## src/rtl/pin_entry_lock_controller_core_macros.svh

```systemverilog
// Assertion macros used by the top module, which carries the checks.
`ifndef PIN_ENTRY_LOCK_CONTROLLER_CORE_MACROS_SVH
`define PIN_ENTRY_LOCK_CONTROLLER_CORE_MACROS_SVH

// Same-cycle implication, checked outside reset.
`define PELC_ASSERT_IMP(lbl, ante, cons, msg) \
    lbl: assert property (@(posedge i_clk) disable iff (!i_rst_n) (ante) |-> (cons)) \
        else $error(msg);

// Next-cycle implication, checked outside reset.
`define PELC_ASSERT_NXT(lbl, ante, cons, msg) \
    lbl: assert property (@(posedge i_clk) disable iff (!i_rst_n) (ante) |=> (cons)) \
        else $error(msg);

`endif

```

## src/rtl/pelc_pkg.sv

```systemverilog
package pelc_pkg;

    localparam int PIN_MAX   = 8;
    localparam int WIN_IDX_W = $clog2(PIN_MAX);
    localparam int FILL_W    = $clog2(PIN_MAX + 1);
    localparam int KEY_W     = 8;
    localparam int REQ_W     = 2;
    localparam int ACT_W     = 4;
    localparam int CNT_W     = 16;
    localparam int DIV_W     = 8;
    localparam int MS_W      = 24;
    localparam int PLEN_W    = 4;
    localparam int PIN_W     = 64;
    localparam int CFG_IDX_W = 3;
    localparam int IN_DATA_W  = 8;
    localparam int IN_USER_W  = 8;
    localparam int OUT_DATA_W = 32;

    // Request types
    localparam logic [REQ_W-1:0] REQ_TICK    = 2'd0;
    localparam logic [REQ_W-1:0] REQ_RELEASE = 2'd1;
    localparam logic [REQ_W-1:0] REQ_HOLD    = 2'd2;

    // Action codes
    localparam logic [ACT_W-1:0] ACT_NONE     = 4'd0;
    localparam logic [ACT_W-1:0] ACT_MACRO    = 4'd1;
    localparam logic [ACT_W-1:0] ACT_LITERAL  = 4'd2;
    localparam logic [ACT_W-1:0] ACT_ACCEPT   = 4'd3;
    localparam logic [ACT_W-1:0] ACT_REJECT   = 4'd4;
    localparam logic [ACT_W-1:0] ACT_LOCKOUT  = 4'd5;
    localparam logic [ACT_W-1:0] ACT_WIPE     = 4'd6;
    localparam logic [ACT_W-1:0] ACT_RESET    = 4'd7;
    localparam logic [ACT_W-1:0] ACT_IDLE_OUT = 4'd8;
    localparam logic [ACT_W-1:0] ACT_LOGOUT   = 4'd9;
    localparam logic [ACT_W-1:0] ACT_MODE_TGL = 4'd10;
    localparam logic [ACT_W-1:0] ACT_TMO_TGL  = 4'd11;

    // Special keys
    localparam logic [KEY_W-1:0] KEY_MODE   = 8'h23;
    localparam logic [KEY_W-1:0] KEY_D      = 8'h44;
    localparam logic [KEY_W-1:0] KEY_LOGOUT = 8'h2A;

    // Configuration register indexes
    localparam logic [CFG_IDX_W-1:0] CFG_PIN_WORD    = 3'd0;
    localparam logic [CFG_IDX_W-1:0] CFG_PIN_LENGTH  = 3'd1;
    localparam logic [CFG_IDX_W-1:0] CFG_END_CHAR    = 3'd2;
    localparam logic [CFG_IDX_W-1:0] CFG_LOCK_EVERY  = 3'd3;
    localparam logic [CFG_IDX_W-1:0] CFG_WIPE_EVERY  = 3'd4;
    localparam logic [CFG_IDX_W-1:0] CFG_IDLE_TMO    = 3'd5;
    localparam logic [CFG_IDX_W-1:0] CFG_LOCKOUT_MS  = 3'd6;

    // Configuration reset values
    localparam logic [PLEN_W-1:0] RST_PIN_LENGTH = 4'd5;
    localparam logic [KEY_W-1:0]  RST_END_CHAR   = 8'd42;
    localparam logic [DIV_W-1:0]  RST_LOCK_EVERY = 8'd3;
    localparam logic [DIV_W-1:0]  RST_WIPE_EVERY = 8'd9;
    localparam logic [MS_W-1:0]   RST_IDLE_TMO   = 24'd600000;
    localparam logic [MS_W-1:0]   RST_LOCKOUT_MS = 24'd30000;

    typedef struct packed {
        logic load;        // capture the accepted item
        logic exec;        // apply the item to the state
        logic mod_lock;    // start remainder by lockout_every
        logic mod_wipe;    // start remainder by wipe_every
        logic fail_reject;
        logic fail_lock;
        logic fail_wipe;
        logic out_load;    // move the result into the output register
    } t_dp_cmd;

    typedef struct packed {
        logic fail_path;   // item is a wrong PIN entry
        logic lock_zero;
        logic wipe_zero;
        logic mod_done;
        logic mod_zero;
    } t_dp_sts;

endpackage

```

## src/rtl/pelc_mod.sv

```systemverilog
module pelc_mod (
    input  logic                       i_clk,
    input  logic                       i_rst_n,
    input  logic                       i_start,
    input  logic [pelc_pkg::CNT_W-1:0] i_dividend,
    input  logic [pelc_pkg::DIV_W-1:0] i_divisor,
    output logic                       o_done,
    output logic                       o_zero
);
    import pelc_pkg::*;

    localparam int STEP_W = $clog2(CNT_W);

    logic              r_busy, n_busy;
    logic              r_done, n_done;
    logic [STEP_W-1:0] r_step, n_step;
    logic [CNT_W-1:0]  r_dvd, n_dvd;
    logic [DIV_W-1:0]  r_div, n_div;
    logic [DIV_W:0]    r_rem, n_rem;
    logic [DIV_W:0]    trial;

    // Restoring division, one dividend bit per cycle; only the remainder is kept.
    always_comb begin
        trial  = {r_rem[DIV_W-1:0], r_dvd[CNT_W-1]};
        n_busy = r_busy;
        n_done = 1'b0;
        n_step = r_step;
        n_dvd  = r_dvd;
        n_div  = r_div;
        n_rem  = r_rem;
        if (i_start) begin
            n_busy = 1'b1;
            n_step = '0;
            n_dvd  = i_dividend;
            n_div  = i_divisor;
            n_rem  = '0;
        end else if (r_busy) begin
            n_dvd = {r_dvd[CNT_W-2:0], 1'b0};
            n_rem = (trial >= {1'b0, r_div}) ? trial - {1'b0, r_div} : trial;
            n_step = r_step + 1'b1;
            if (r_step == STEP_W'(CNT_W - 1)) begin
                n_busy = 1'b0;
                n_done = 1'b1;
            end
        end
    end

    always_ff @(posedge i_clk) begin
        if (!i_rst_n) begin
            r_busy <= 1'b0;
            r_done <= 1'b0;
            r_step <= '0;
        end else begin
            r_busy <= n_busy;
            r_done <= n_done;
            r_step <= n_step;
        end
        r_dvd <= n_dvd;
        r_div <= n_div;
        r_rem <= n_rem;
    end

    assign o_done = r_done;
    assign o_zero = (r_rem == '0);

endmodule

```

## src/rtl/pelc_dp.sv

```systemverilog
module pelc_dp (
    input  logic                             i_clk,
    input  logic                             i_rst_n,
    input  logic [pelc_pkg::REQ_W-1:0]       i_req_type,
    input  logic [pelc_pkg::KEY_W-1:0]       i_key_code,
    input  logic                             i_cfg_we,
    input  logic [pelc_pkg::CFG_IDX_W-1:0]   i_cfg_index,
    input  logic [pelc_pkg::PIN_W-1:0]       i_cfg_data,
    input  pelc_pkg::t_dp_cmd                i_cmd,
    output pelc_pkg::t_dp_sts                o_sts,
    output logic [pelc_pkg::OUT_DATA_W-1:0]  o_result
);
    import pelc_pkg::*;

    // Configuration
    logic [PIN_W-1:0]  r_pin_word;
    logic [PLEN_W-1:0] r_pin_len;
    logic [KEY_W-1:0]  r_end_char;
    logic [DIV_W-1:0]  r_lock_every;
    logic [DIV_W-1:0]  r_wipe_every;
    logic [MS_W-1:0]   r_idle_tmo;
    logic [MS_W-1:0]   r_lock_ms;

    // Item
    logic [REQ_W-1:0]  r_req;
    logic [KEY_W-1:0]  r_key;

    // Lock state
    logic [KEY_W-1:0]  r_win [PIN_MAX];
    logic [KEY_W-1:0]  n_win [PIN_MAX];
    logic [FILL_W-1:0] r_fill, n_fill;
    logic              r_unl, n_unl;
    logic              r_lit, n_lit;
    logic              r_skip, n_skip;
    logic              r_tdis, n_tdis;
    logic [CNT_W-1:0]  r_count, n_count;
    logic [MS_W-1:0]   r_idle, n_idle;
    logic [MS_W-1:0]   r_lockt, n_lockt;
    logic [ACT_W-1:0]  r_action, n_action;
    logic [KEY_W-1:0]  r_key_out, n_key_out;
    logic [OUT_DATA_W-1:0] r_result;

    logic [KEY_W-1:0]  sh_win [PIN_MAX];
    logic [FILL_W-1:0] fill_inc;
    logic [FILL_W-1:0] win_n;
    logic [WIN_IDX_W-1:0] idx;
    logic              match;
    logic              compare;
    logic              keys_live;
    logic [MS_W-1:0]   idle_inc;
    logic              clr;
    logic              mod_done;
    logic              mod_zero;

    pelc_mod u_mod (
        .i_clk      (i_clk),
        .i_rst_n    (i_rst_n),
        .i_start    (i_cmd.mod_lock | i_cmd.mod_wipe),
        .i_dividend (r_count),
        .i_divisor  (i_cmd.mod_wipe ? r_wipe_every : r_lock_every),
        .o_done     (mod_done),
        .o_zero     (mod_zero)
    );

    // Window after shifting in the current key, and the PIN compare on it.
    always_comb begin
        sh_win[0] = r_key;
        for (int i = 1; i < PIN_MAX; i++) begin
            sh_win[i] = r_win[i-1];
        end
        if (r_pin_len == '0) begin
            win_n = FILL_W'(1);
        end else if (r_pin_len > PLEN_W'(PIN_MAX)) begin
            win_n = FILL_W'(PIN_MAX);
        end else begin
            win_n = FILL_W'(r_pin_len);
        end
        fill_inc = (r_fill < FILL_W'(PIN_MAX)) ? r_fill + 1'b1 : r_fill;
        compare  = (fill_inc >= win_n) && (r_key == r_end_char);
        match    = 1'b1;
        idx      = '0;
        for (int i = 0; i < PIN_MAX; i++) begin
            if (FILL_W'(i) < win_n) begin
                idx = WIN_IDX_W'(win_n - FILL_W'(1) - FILL_W'(i));
                if (sh_win[idx] != r_pin_word[8*i +: 8]) begin
                    match = 1'b0;
                end
            end
        end
    end

    assign keys_live = (r_lockt == '0);
    assign idle_inc  = (r_idle != '1) ? r_idle + 1'b1 : r_idle;

    always_comb begin
        n_win     = r_win;
        n_fill    = r_fill;
        n_unl     = r_unl;
        n_lit     = r_lit;
        n_skip    = r_skip;
        n_tdis    = r_tdis;
        n_count   = r_count;
        n_idle    = r_idle;
        n_lockt   = r_lockt;
        n_action  = r_action;
        n_key_out = r_key_out;
        clr       = 1'b0;

        if (i_cmd.exec) begin
            n_action  = ACT_NONE;
            n_key_out = '0;
            if (r_req == REQ_TICK) begin
                if (r_lockt != '0) begin
                    n_lockt = r_lockt - 1'b1;
                end
                n_idle = r_tdis ? '0 : idle_inc;
                if (!r_tdis && r_unl && (r_idle_tmo != '0) && (n_idle >= r_idle_tmo)) begin
                    n_unl  = 1'b0;
                    n_fill = '0;
                    for (int i = 0; i < PIN_MAX; i++) begin
                        n_win[i] = '0;
                    end
                    n_action = ACT_IDLE_OUT;
                end
            end else if (r_req == REQ_RELEASE && keys_live) begin
                n_idle = '0;
                if (r_unl) begin
                    if (r_skip) begin
                        n_skip = 1'b0;
                    end else begin
                        n_action  = r_lit ? ACT_LITERAL : ACT_MACRO;
                        n_key_out = r_key;
                    end
                end else begin
                    n_win  = sh_win;
                    n_fill = fill_inc;
                    if (compare && match) begin
                        n_unl    = 1'b1;
                        n_count  = '0;
                        n_action = ACT_ACCEPT;
                    end else if (compare) begin
                        // The action is settled once the multiple checks have run.
                        n_count = (r_count != '1) ? r_count + 1'b1 : r_count;
                    end
                end
            end else if (r_req == REQ_HOLD && keys_live) begin
                if (r_key == KEY_MODE) begin
                    if (r_unl) begin
                        n_lit    = !r_lit;
                        n_skip   = 1'b1;
                        n_action = ACT_MODE_TGL;
                    end
                end else if (r_key == KEY_D) begin
                    if (!r_unl || !r_lit) begin
                        clr      = 1'b1;
                        n_action = ACT_RESET;
                    end else begin
                        n_skip   = 1'b1;
                        n_tdis   = !r_tdis;
                        n_action = ACT_TMO_TGL;
                    end
                end else if (r_key == KEY_LOGOUT) begin
                    n_unl    = 1'b0;
                    n_action = ACT_LOGOUT;
                end
            end
        end else if (i_cmd.fail_reject) begin
            n_action = ACT_REJECT;
        end else if (i_cmd.fail_lock) begin
            n_lockt  = r_lock_ms;
            n_action = ACT_LOCKOUT;
        end else if (i_cmd.fail_wipe) begin
            clr      = 1'b1;
            n_action = ACT_WIPE;
        end

        if (clr) begin
            for (int i = 0; i < PIN_MAX; i++) begin
                n_win[i] = '0;
            end
            n_fill  = '0;
            n_unl   = 1'b0;
            n_lit   = 1'b0;
            n_skip  = 1'b0;
            n_tdis  = 1'b0;
            n_count = '0;
            n_idle  = '0;
            n_lockt = '0;
        end
    end

    always_ff @(posedge i_clk) begin
        if (!i_rst_n) begin
            r_pin_word   <= '0;
            r_pin_len    <= RST_PIN_LENGTH;
            r_end_char   <= RST_END_CHAR;
            r_lock_every <= RST_LOCK_EVERY;
            r_wipe_every <= RST_WIPE_EVERY;
            r_idle_tmo   <= RST_IDLE_TMO;
            r_lock_ms    <= RST_LOCKOUT_MS;
            for (int i = 0; i < PIN_MAX; i++) begin
                r_win[i] <= '0;
            end
            r_fill    <= '0;
            r_unl     <= 1'b0;
            r_lit     <= 1'b0;
            r_skip    <= 1'b0;
            r_tdis    <= 1'b0;
            r_count   <= '0;
            r_idle    <= '0;
            r_lockt   <= '0;
            r_action  <= ACT_NONE;
            r_key_out <= '0;
        end else begin
            if (i_cfg_we) begin
                unique case (i_cfg_index)
                    CFG_PIN_WORD:   r_pin_word   <= i_cfg_data;
                    CFG_PIN_LENGTH: r_pin_len    <= i_cfg_data[PLEN_W-1:0];
                    CFG_END_CHAR:   r_end_char   <= i_cfg_data[KEY_W-1:0];
                    CFG_LOCK_EVERY: r_lock_every <= i_cfg_data[DIV_W-1:0];
                    CFG_WIPE_EVERY: r_wipe_every <= i_cfg_data[DIV_W-1:0];
                    CFG_IDLE_TMO:   r_idle_tmo   <= i_cfg_data[MS_W-1:0];
                    CFG_LOCKOUT_MS: r_lock_ms    <= i_cfg_data[MS_W-1:0];
                    default: begin
                    end
                endcase
            end
            r_win     <= n_win;
            r_fill    <= n_fill;
            r_unl     <= n_unl;
            r_lit     <= n_lit;
            r_skip    <= n_skip;
            r_tdis    <= n_tdis;
            r_count   <= n_count;
            r_idle    <= n_idle;
            r_lockt   <= n_lockt;
            r_action  <= n_action;
            r_key_out <= n_key_out;
        end
        if (i_cmd.load) begin
            r_req <= i_req_type;
            r_key <= i_key_code;
        end
        if (i_cmd.out_load) begin
            r_result <= {(r_lockt != '0), r_count, r_tdis, r_lit, r_unl, r_key_out, r_action};
        end
    end

    assign o_sts.fail_path = (r_req == REQ_RELEASE) && keys_live && !r_unl && compare && !match;
    assign o_sts.lock_zero = (r_lock_every == '0);
    assign o_sts.wipe_zero = (r_wipe_every == '0);
    assign o_sts.mod_done  = mod_done;
    assign o_sts.mod_zero  = mod_zero;
    assign o_result        = r_result;

endmodule

```

## src/rtl/pelc_ctrl.sv

```systemverilog
module pelc_ctrl (
    input  logic              i_clk,
    input  logic              i_rst_n,
    input  logic              i_in_valid,
    output logic              o_in_ready,
    input  logic              i_out_ready,
    output logic              o_out_valid,
    output pelc_pkg::t_dp_cmd o_cmd,
    input  pelc_pkg::t_dp_sts i_sts
);
    import pelc_pkg::*;

    localparam logic [2:0] S_IDLE   = 3'd0;
    localparam logic [2:0] S_EXEC   = 3'd1;
    localparam logic [2:0] S_START  = 3'd2;
    localparam logic [2:0] S_WAIT_L = 3'd3;
    localparam logic [2:0] S_WAIT_W = 3'd4;
    localparam logic [2:0] S_FIN    = 3'd5;

    logic [2:0] r_state, n_state;
    logic       r_out_valid, n_out_valid;
    logic       out_free;

    assign out_free = !r_out_valid || i_out_ready;

    always_comb begin
        n_state = r_state;
        o_cmd   = '0;
        unique case (r_state)
            S_IDLE: begin
                if (i_in_valid) begin
                    o_cmd.load = 1'b1;
                    n_state    = S_EXEC;
                end
            end
            S_EXEC: begin
                o_cmd.exec = 1'b1;
                if (!i_sts.fail_path) begin
                    n_state = S_FIN;
                end else if (i_sts.lock_zero) begin
                    n_state = S_START;
                end else begin
                    n_state = S_START;
                end
            end
            S_START: begin
                // The raised failure count is now registered.
                if (i_sts.lock_zero) begin
                    o_cmd.fail_reject = 1'b1;
                    n_state           = S_FIN;
                end else begin
                    o_cmd.mod_lock = 1'b1;
                    n_state        = S_WAIT_L;
                end
            end
            S_WAIT_L: begin
                if (i_sts.mod_done) begin
                    if (!i_sts.mod_zero) begin
                        o_cmd.fail_reject = 1'b1;
                        n_state           = S_FIN;
                    end else if (i_sts.wipe_zero) begin
                        o_cmd.fail_lock = 1'b1;
                        n_state         = S_FIN;
                    end else begin
                        o_cmd.mod_wipe = 1'b1;
                        n_state        = S_WAIT_W;
                    end
                end
            end
            S_WAIT_W: begin
                if (i_sts.mod_done) begin
                    o_cmd.fail_wipe = i_sts.mod_zero;
                    o_cmd.fail_lock = !i_sts.mod_zero;
                    n_state         = S_FIN;
                end
            end
            S_FIN: begin
                if (out_free) begin
                    o_cmd.out_load = 1'b1;
                    n_state        = S_IDLE;
                end
            end
            default: begin
                n_state = S_IDLE;
            end
        endcase
    end

    always_comb begin
        if (o_cmd.out_load) begin
            n_out_valid = 1'b1;
        end else if (i_out_ready) begin
            n_out_valid = 1'b0;
        end else begin
            n_out_valid = r_out_valid;
        end
    end

    always_ff @(posedge i_clk) begin
        if (!i_rst_n) begin
            r_state     <= S_IDLE;
            r_out_valid <= 1'b0;
        end else begin
            r_state     <= n_state;
            r_out_valid <= n_out_valid;
        end
    end

    assign o_in_ready  = (r_state == S_IDLE);
    assign o_out_valid = r_out_valid;

endmodule

```

## src/rtl/pin_entry_lock_controller_core.sv

```systemverilog
// Channel   Direction  Beat contents
// s_axis    in         tuser[1:0] req_type; tdata[7:0] key_code
// m_axis    out        tdata: action, key_out, unlocked, literal_mode, timeout_off,
//                      fail_total, locked_out
// cfg       in         i_cfg_index register number, i_cfg_data value; always ready
//
// A tick, a hold, or a release that is not a wrong PIN entry goes from S_IDLE through
// S_EXEC to S_FIN, where its result is loaded; a new beat is taken only back in S_IDLE.
// A wrong PIN entry runs up to two 16-step remainder passes in the shared divider,
// none when lockout_every is zero, before its result is loaded in S_FIN.
// The output register holds one finished result; while it is stalled the next item is
// still taken and worked, and its result waits in S_FIN until the register frees.
// Synchronous active-low reset restores config defaults and clears control and lock state.
module pin_entry_lock_controller_core (
    input  logic                               i_clk,
    input  logic                               i_rst_n,
    input  logic                               s_axis_tvalid,
    output logic                               s_axis_tready,
    input  logic [pelc_pkg::IN_DATA_W-1:0]     s_axis_tdata,  // [7:0] key_code
    input  logic [pelc_pkg::IN_USER_W-1:0]     s_axis_tuser,  // [1:0] req_type
    output logic                               m_axis_tvalid,
    input  logic                               m_axis_tready,
    // [3:0] action, [11:4] key_out, [12] unlocked, [13] literal_mode,
    // [14] timeout_off, [30:15] fail_total, [31] locked_out
    output logic [pelc_pkg::OUT_DATA_W-1:0]    m_axis_tdata,
    input  logic                               i_cfg_valid,
    output logic                               o_cfg_ready,
    input  logic [pelc_pkg::CFG_IDX_W-1:0]     i_cfg_index,
    input  logic [pelc_pkg::PIN_W-1:0]         i_cfg_data
);
    import pelc_pkg::*;
    `include "pin_entry_lock_controller_core_macros.svh"

    t_dp_cmd cmd;
    t_dp_sts sts;

    assign o_cfg_ready = 1'b1;

    pelc_ctrl u_ctrl (
        .i_clk       (i_clk),
        .i_rst_n     (i_rst_n),
        .i_in_valid  (s_axis_tvalid),
        .o_in_ready  (s_axis_tready),
        .i_out_ready (m_axis_tready),
        .o_out_valid (m_axis_tvalid),
        .o_cmd       (cmd),
        .i_sts       (sts)
    );

    pelc_dp u_dp (
        .i_clk       (i_clk),
        .i_rst_n     (i_rst_n),
        .i_req_type  (s_axis_tuser[REQ_W-1:0]),
        .i_key_code  (s_axis_tdata[KEY_W-1:0]),
        .i_cfg_we    (i_cfg_valid & o_cfg_ready),
        .i_cfg_index (i_cfg_index),
        .i_cfg_data  (i_cfg_data),
        .i_cmd       (cmd),
        .o_sts       (sts),
        .o_result    (m_axis_tdata)
    );

    `PELC_ASSERT_NXT(a_busy_after_accept, s_axis_tvalid && s_axis_tready, !s_axis_tready, "input taken twice in a row")
    `PELC_ASSERT_IMP(a_no_lockout_unlocked, m_axis_tvalid, !(m_axis_tdata[12] && m_axis_tdata[31]), "unlocked during lockout")
    `PELC_ASSERT_IMP(a_accept_state, m_axis_tvalid && (m_axis_tdata[3:0] == ACT_ACCEPT), m_axis_tdata[12] && (m_axis_tdata[30:15] == '0), "accept without unlock")
    `PELC_ASSERT_IMP(a_wipe_state, m_axis_tvalid && (m_axis_tdata[3:0] == ACT_WIPE), !m_axis_tdata[12] && (m_axis_tdata[30:15] == '0), "wipe left state")

endmodule
```

## config.mk

```make
export PLATFORM = sky130hd
export DESIGN_NAME = pin_entry_lock_controller_core
export DESIGN_NICKNAME = d
export VERILOG_FILES = /design/src/rtl/pelc_pkg.sv /design/src/rtl/pelc_mod.sv /design/src/rtl/pelc_dp.sv /design/src/rtl/pelc_ctrl.sv /design/src/rtl/pin_entry_lock_controller_core.sv
export VERILOG_INCLUDE_DIRS = /design/src /design/src/rtl
export SDC_FILE = /design/constraint.sdc
export NUM_CORES = 1
export LEC_CHECK = 0
export BUFFER_PORTS_ARGS = -buffer_cell sky130_fd_sc_hd__buf_2
export CORE_AREA = 8 8 236 238
export DETAILED_ROUTE_END_ITERATION = 10
export DIE_AREA = 0 0 244 246
export GPL_TIMING_DRIVEN = 0
export PLACE_DENSITY = 0.58
export SLEW_MARGIN = 20
export SYNTH_ARGS = -nofsm -noshare
export SYNTH_HDL_FRONTEND = slang
export SYNTH_SLANG_ARGS = --single-unit
```

## constraint.sdc

```tcl
create_clock -name i_clk -period 6.45 [get_ports i_clk]
set_input_delay 0.645 -clock i_clk [delete_from_list [all_inputs] [get_ports i_clk]]
set_output_delay 0.645 -clock i_clk [all_outputs]
set_load 0.005 [all_outputs]
```

==> impl_results.md <==
* Crit path DAT at 6.31 ns
* Placer's final routability congestion estimate at between 0.9 and 1
* Highest fanout seen on the critical path at 11
* Dpl cell area at 22050 sq um
* Hold slack at 0.2481 ns
* Die X at 244 microns
* Final Max Tran Viols at 0
* Pre-CTS WS at -0.1288 ns
* Post-CTS Setup Bufs at 0
* Syn avg cell area at 8.459 sq um
* Cell Pwr Density at 236.5 nW/um^2
* Routed WL per cell at between 20 and 25 microns
* DRT Pass-1 Iters at 6
* Outcome: complete, no violations
* Clock Skews at between 0.02 and 0.03 ns
* Synth warn at 0
* LEAKAGE at 8.630 nW
* Pin count of the biggest net entering global routing at 25
* Clk sinks at 365
* Fmax achieved at 171.0 MHz
* Die H at 246 microns
* Layout Utilization at 45.06%
* Rel. slew slack at 33.85%
* Tcrit/Tclk final at 90.68%
* Peak supply drop at 0.1928 mV
* Final wirelength at 76.88 mm
* Endpoints failing hold at 0
* FF+latch count, synth at 365
* Area delta synth->final at 13.99%
* Top FF cell, synth: dfxtp_1
* Total Routing Usage GR at 24.91%
* Setup ws final at 0.6014 ns
* CTS H-tree lvls at 2
* Io pins at 123
* Detailed-route DRC error count at 0
* Die area at 60020 sq um
* NumNets Final at 2722
* HPWL after detailed placement at 58.25 mm
* EDFF count, synth at 66
* Worst EP required at 6.91 ns
* Vias in the first global route at 18607
* Initial antenna violation count at 2
* Delay of the slowest cell on the worst path at about 0.76 ns
* Count leader, synth: nand2_1
* Clock Path Buffers at 3
* Num CTS Buffers at 42
* Post-Layout Cell Count at about 3300
* Worst-Skew Late Latency at 0.59 ns
* RSZ-0062 raised after global routing: no
* CTS tree: done
* Largest cells by area after synthesis: dfxtp_1, edfxtp_1, nand2_1
* Cell row count at 84
* Area of the mapped netlist at 20560 sq um
* First-pass GRT wire length at 116.1 mm
* Post-synth ARST share at 0%
* Share of cells above drive strength 1 at 11.25%
* Synth Instances at 2431
* Core Area at around 52000 sq um
* Crit-path cells: nand2b_1, buf_2, buf_1, ha_1, buf_2, xnor2_4, buf_4, mux4_2, xnor2_1, a2111oi_0, a31oi_1, nor4_2, o221ai_2, o21ai_4, buf_4, nor2_1
* Setup TNS at 0 ns
* Post-synthesis sequential area ratio at about two fifths
* Clock slew at reported path FFs at approximately 0.060 ns
* Finish-stage setup viols at 0
* Root Buffer: clkbuf_16
* Slew @ Worst Pin at about 0.99 ns
* Kind of critical path: reg -> reg
* Commonest cells post-synth: nand2_1, dfxtp_1, nor2_1
* Cell taking the most area after synthesis: dfxtp_1
* Yosys cell types at 87
* Critical Path Source Type: flip-flop
* GR Overflow Total at 0
* Vias at between 15000 and 20000
* Routed Antenna Nets at 0
* Placed insts at 3235
* Buffers added on ports at 113
* Yosys top cell area share at 29.11%
* Syn Nets at 2562
* Total power draw at 5.544 mW
* Final instance area at 23440 sq um
* Initial core utilization at 39.53%
* Min-Delay Path Class: in -> reg
* Detailed router's first-iteration violation count at 1659
* Crit-path slowest cell: buf_1
* Crit path capture type: flip-flop
* MaxCap Viol Count at 0
* Crit path time final at 5.849 ns
* Via-to-Cell Ratio at 5.790
[worst max-delay path: cells and delay by family (launching register included)]
family	cells	cell delay [ns]
buffers and inverters	5	1.79
AOI/OAI and AO/OA	4	1.50
and+or+nand+nor	3	0.63
muxes	1	0.59
DFF	1	0.57
xor gates and xnor gates	2	0.36
adders and majority gates	1	0.28
[report_power, final]
part | switching (mW) | leakage (nW) | total (mW) | internal, mW
clock network | 0.993 | 0.658 | 2.36 | 1.37
logic | 0.490 | 4.93 | 0.753 | 0.264
registers | 0.0544 | 3.05 | 2.43 | 2.38
total | 1.54 | 8.63 | 5.54 | 4.01
[flip-flops by register name (all words and copies together), names as in the netlist, 16 cells and up]
| name | count |
|---|---|
| u_dp.u_mod.r_dvd | 16 |
| u_dp.r_idle | 24 |
| u_dp.o_result | 32 |
| u_dp.r_win | 56 |
| u_dp.r_pin_word | 64 |
| u_dp.r_lockt | 24 |
| u_dp.r_idle_tmo | 24 |
| u_dp.r_lock_ms | 24 |
| u_dp.r_count | 16 |
[cells by family after synthesis]
kind of cell / after synthesis / share of synthesized area [%]
AO/OA/AOI/OAI: 577 / 18.73
adder cells (fa/ha/maj): 43 / 2.653
other: 1 / 0.01824
multiplexers: 138 / 9.224
flip-flops: 365 / 38.75
AND/OR/NAND/NOR: 970 / 21.38
XOR/XNOR: 102 / 4.527
buffers and inverters: 235 / 4.722
[layer usage]
metal | vias up | wire [microns] | GRT usage, %
li1 | 8978 | - | -
met1 | 9313 | 32530 | 31.72
met2 | 722 | 36710 | 42.19
met3 | 167 | 4722 | 3.974
met4 | 2 | 2907 | 9.481
met5 | - | 13 | 0
[cell type report]
type / count / area [sq um]
multi-input combinational: 1831 / 11680
buffer: 170 / 721.9
clock inverter: 9 / 102.6
sequential: 365 / 7968
clock buffer: 67 / 1245
fill: 5085 / 28580
antenna: 2 / 5.005
tap: 688 / 860.8
inverter: 65 / 251.5
timing repair buffer: 116 / 608.1
[path summary, 6_finish.rpt]
path | from | end | slack (ns) | cells past startpoint
setup / recovery | u_dp.r_pin_len[3]$_SDFFE_PN0P_ | u_dp.r_count[12]$_SDFFE_PP0P_ | 0.60 | 16
hold / removal | s_axis_tdata[5] | u_dp.r_key[5]$_DFFE_PP_ | 0.25 | 1
setup reg to reg | u_dp.r_pin_len[3]$_SDFFE_PN0P_ | u_dp.r_count[12]$_SDFFE_PP0P_ | 0.60 | 16
hold reg to reg | u_dp.r_count[12]$_SDFFE_PP0P_ | u_dp.o_result[27]$_DFFE_PP_ | 0.43 | 0
[placed cells by master, fill, tap and decap left out, types with 22 or more instances in the layout]
| master | count |
|---|---|
| nor4_1 | 23 |
| nor2_1 | 164 |
| ha_1 | 42 |
| a21boi_0 | 118 |
| o21ai_0 | 79 |
| clkbuf_1 | 137 |
| inv_1 | 60 |
| xnor2_1 | 48 |
| nand2b_1 | 22 |
| nor2b_1 | 30 |
| nand2_1 | 469 |
| a22oi_1 | 50 |
| edfxtp_1 | 66 |
| clkbuf_16 | 42 |
| a211oi_1 | 36 |
| nor3_1 | 36 |
| nand3_1 | 117 |
| mux2i_1 | 81 |
| mux4_2 | 39 |
| xor2_1 | 52 |
| a21oi_1 | 157 |
| buf_2 | 133 |
| dfxtp_1 | 299 |
[timing repair]
item	in CTS	in global routing
endpoints found under the hold margin	0	0
endpoints found under the setup margin	10	60
hold buffers	0	0
resized for setup	1	7
gates cloned	0	0
Note: power is estimated with default switching activity, not from simulation.
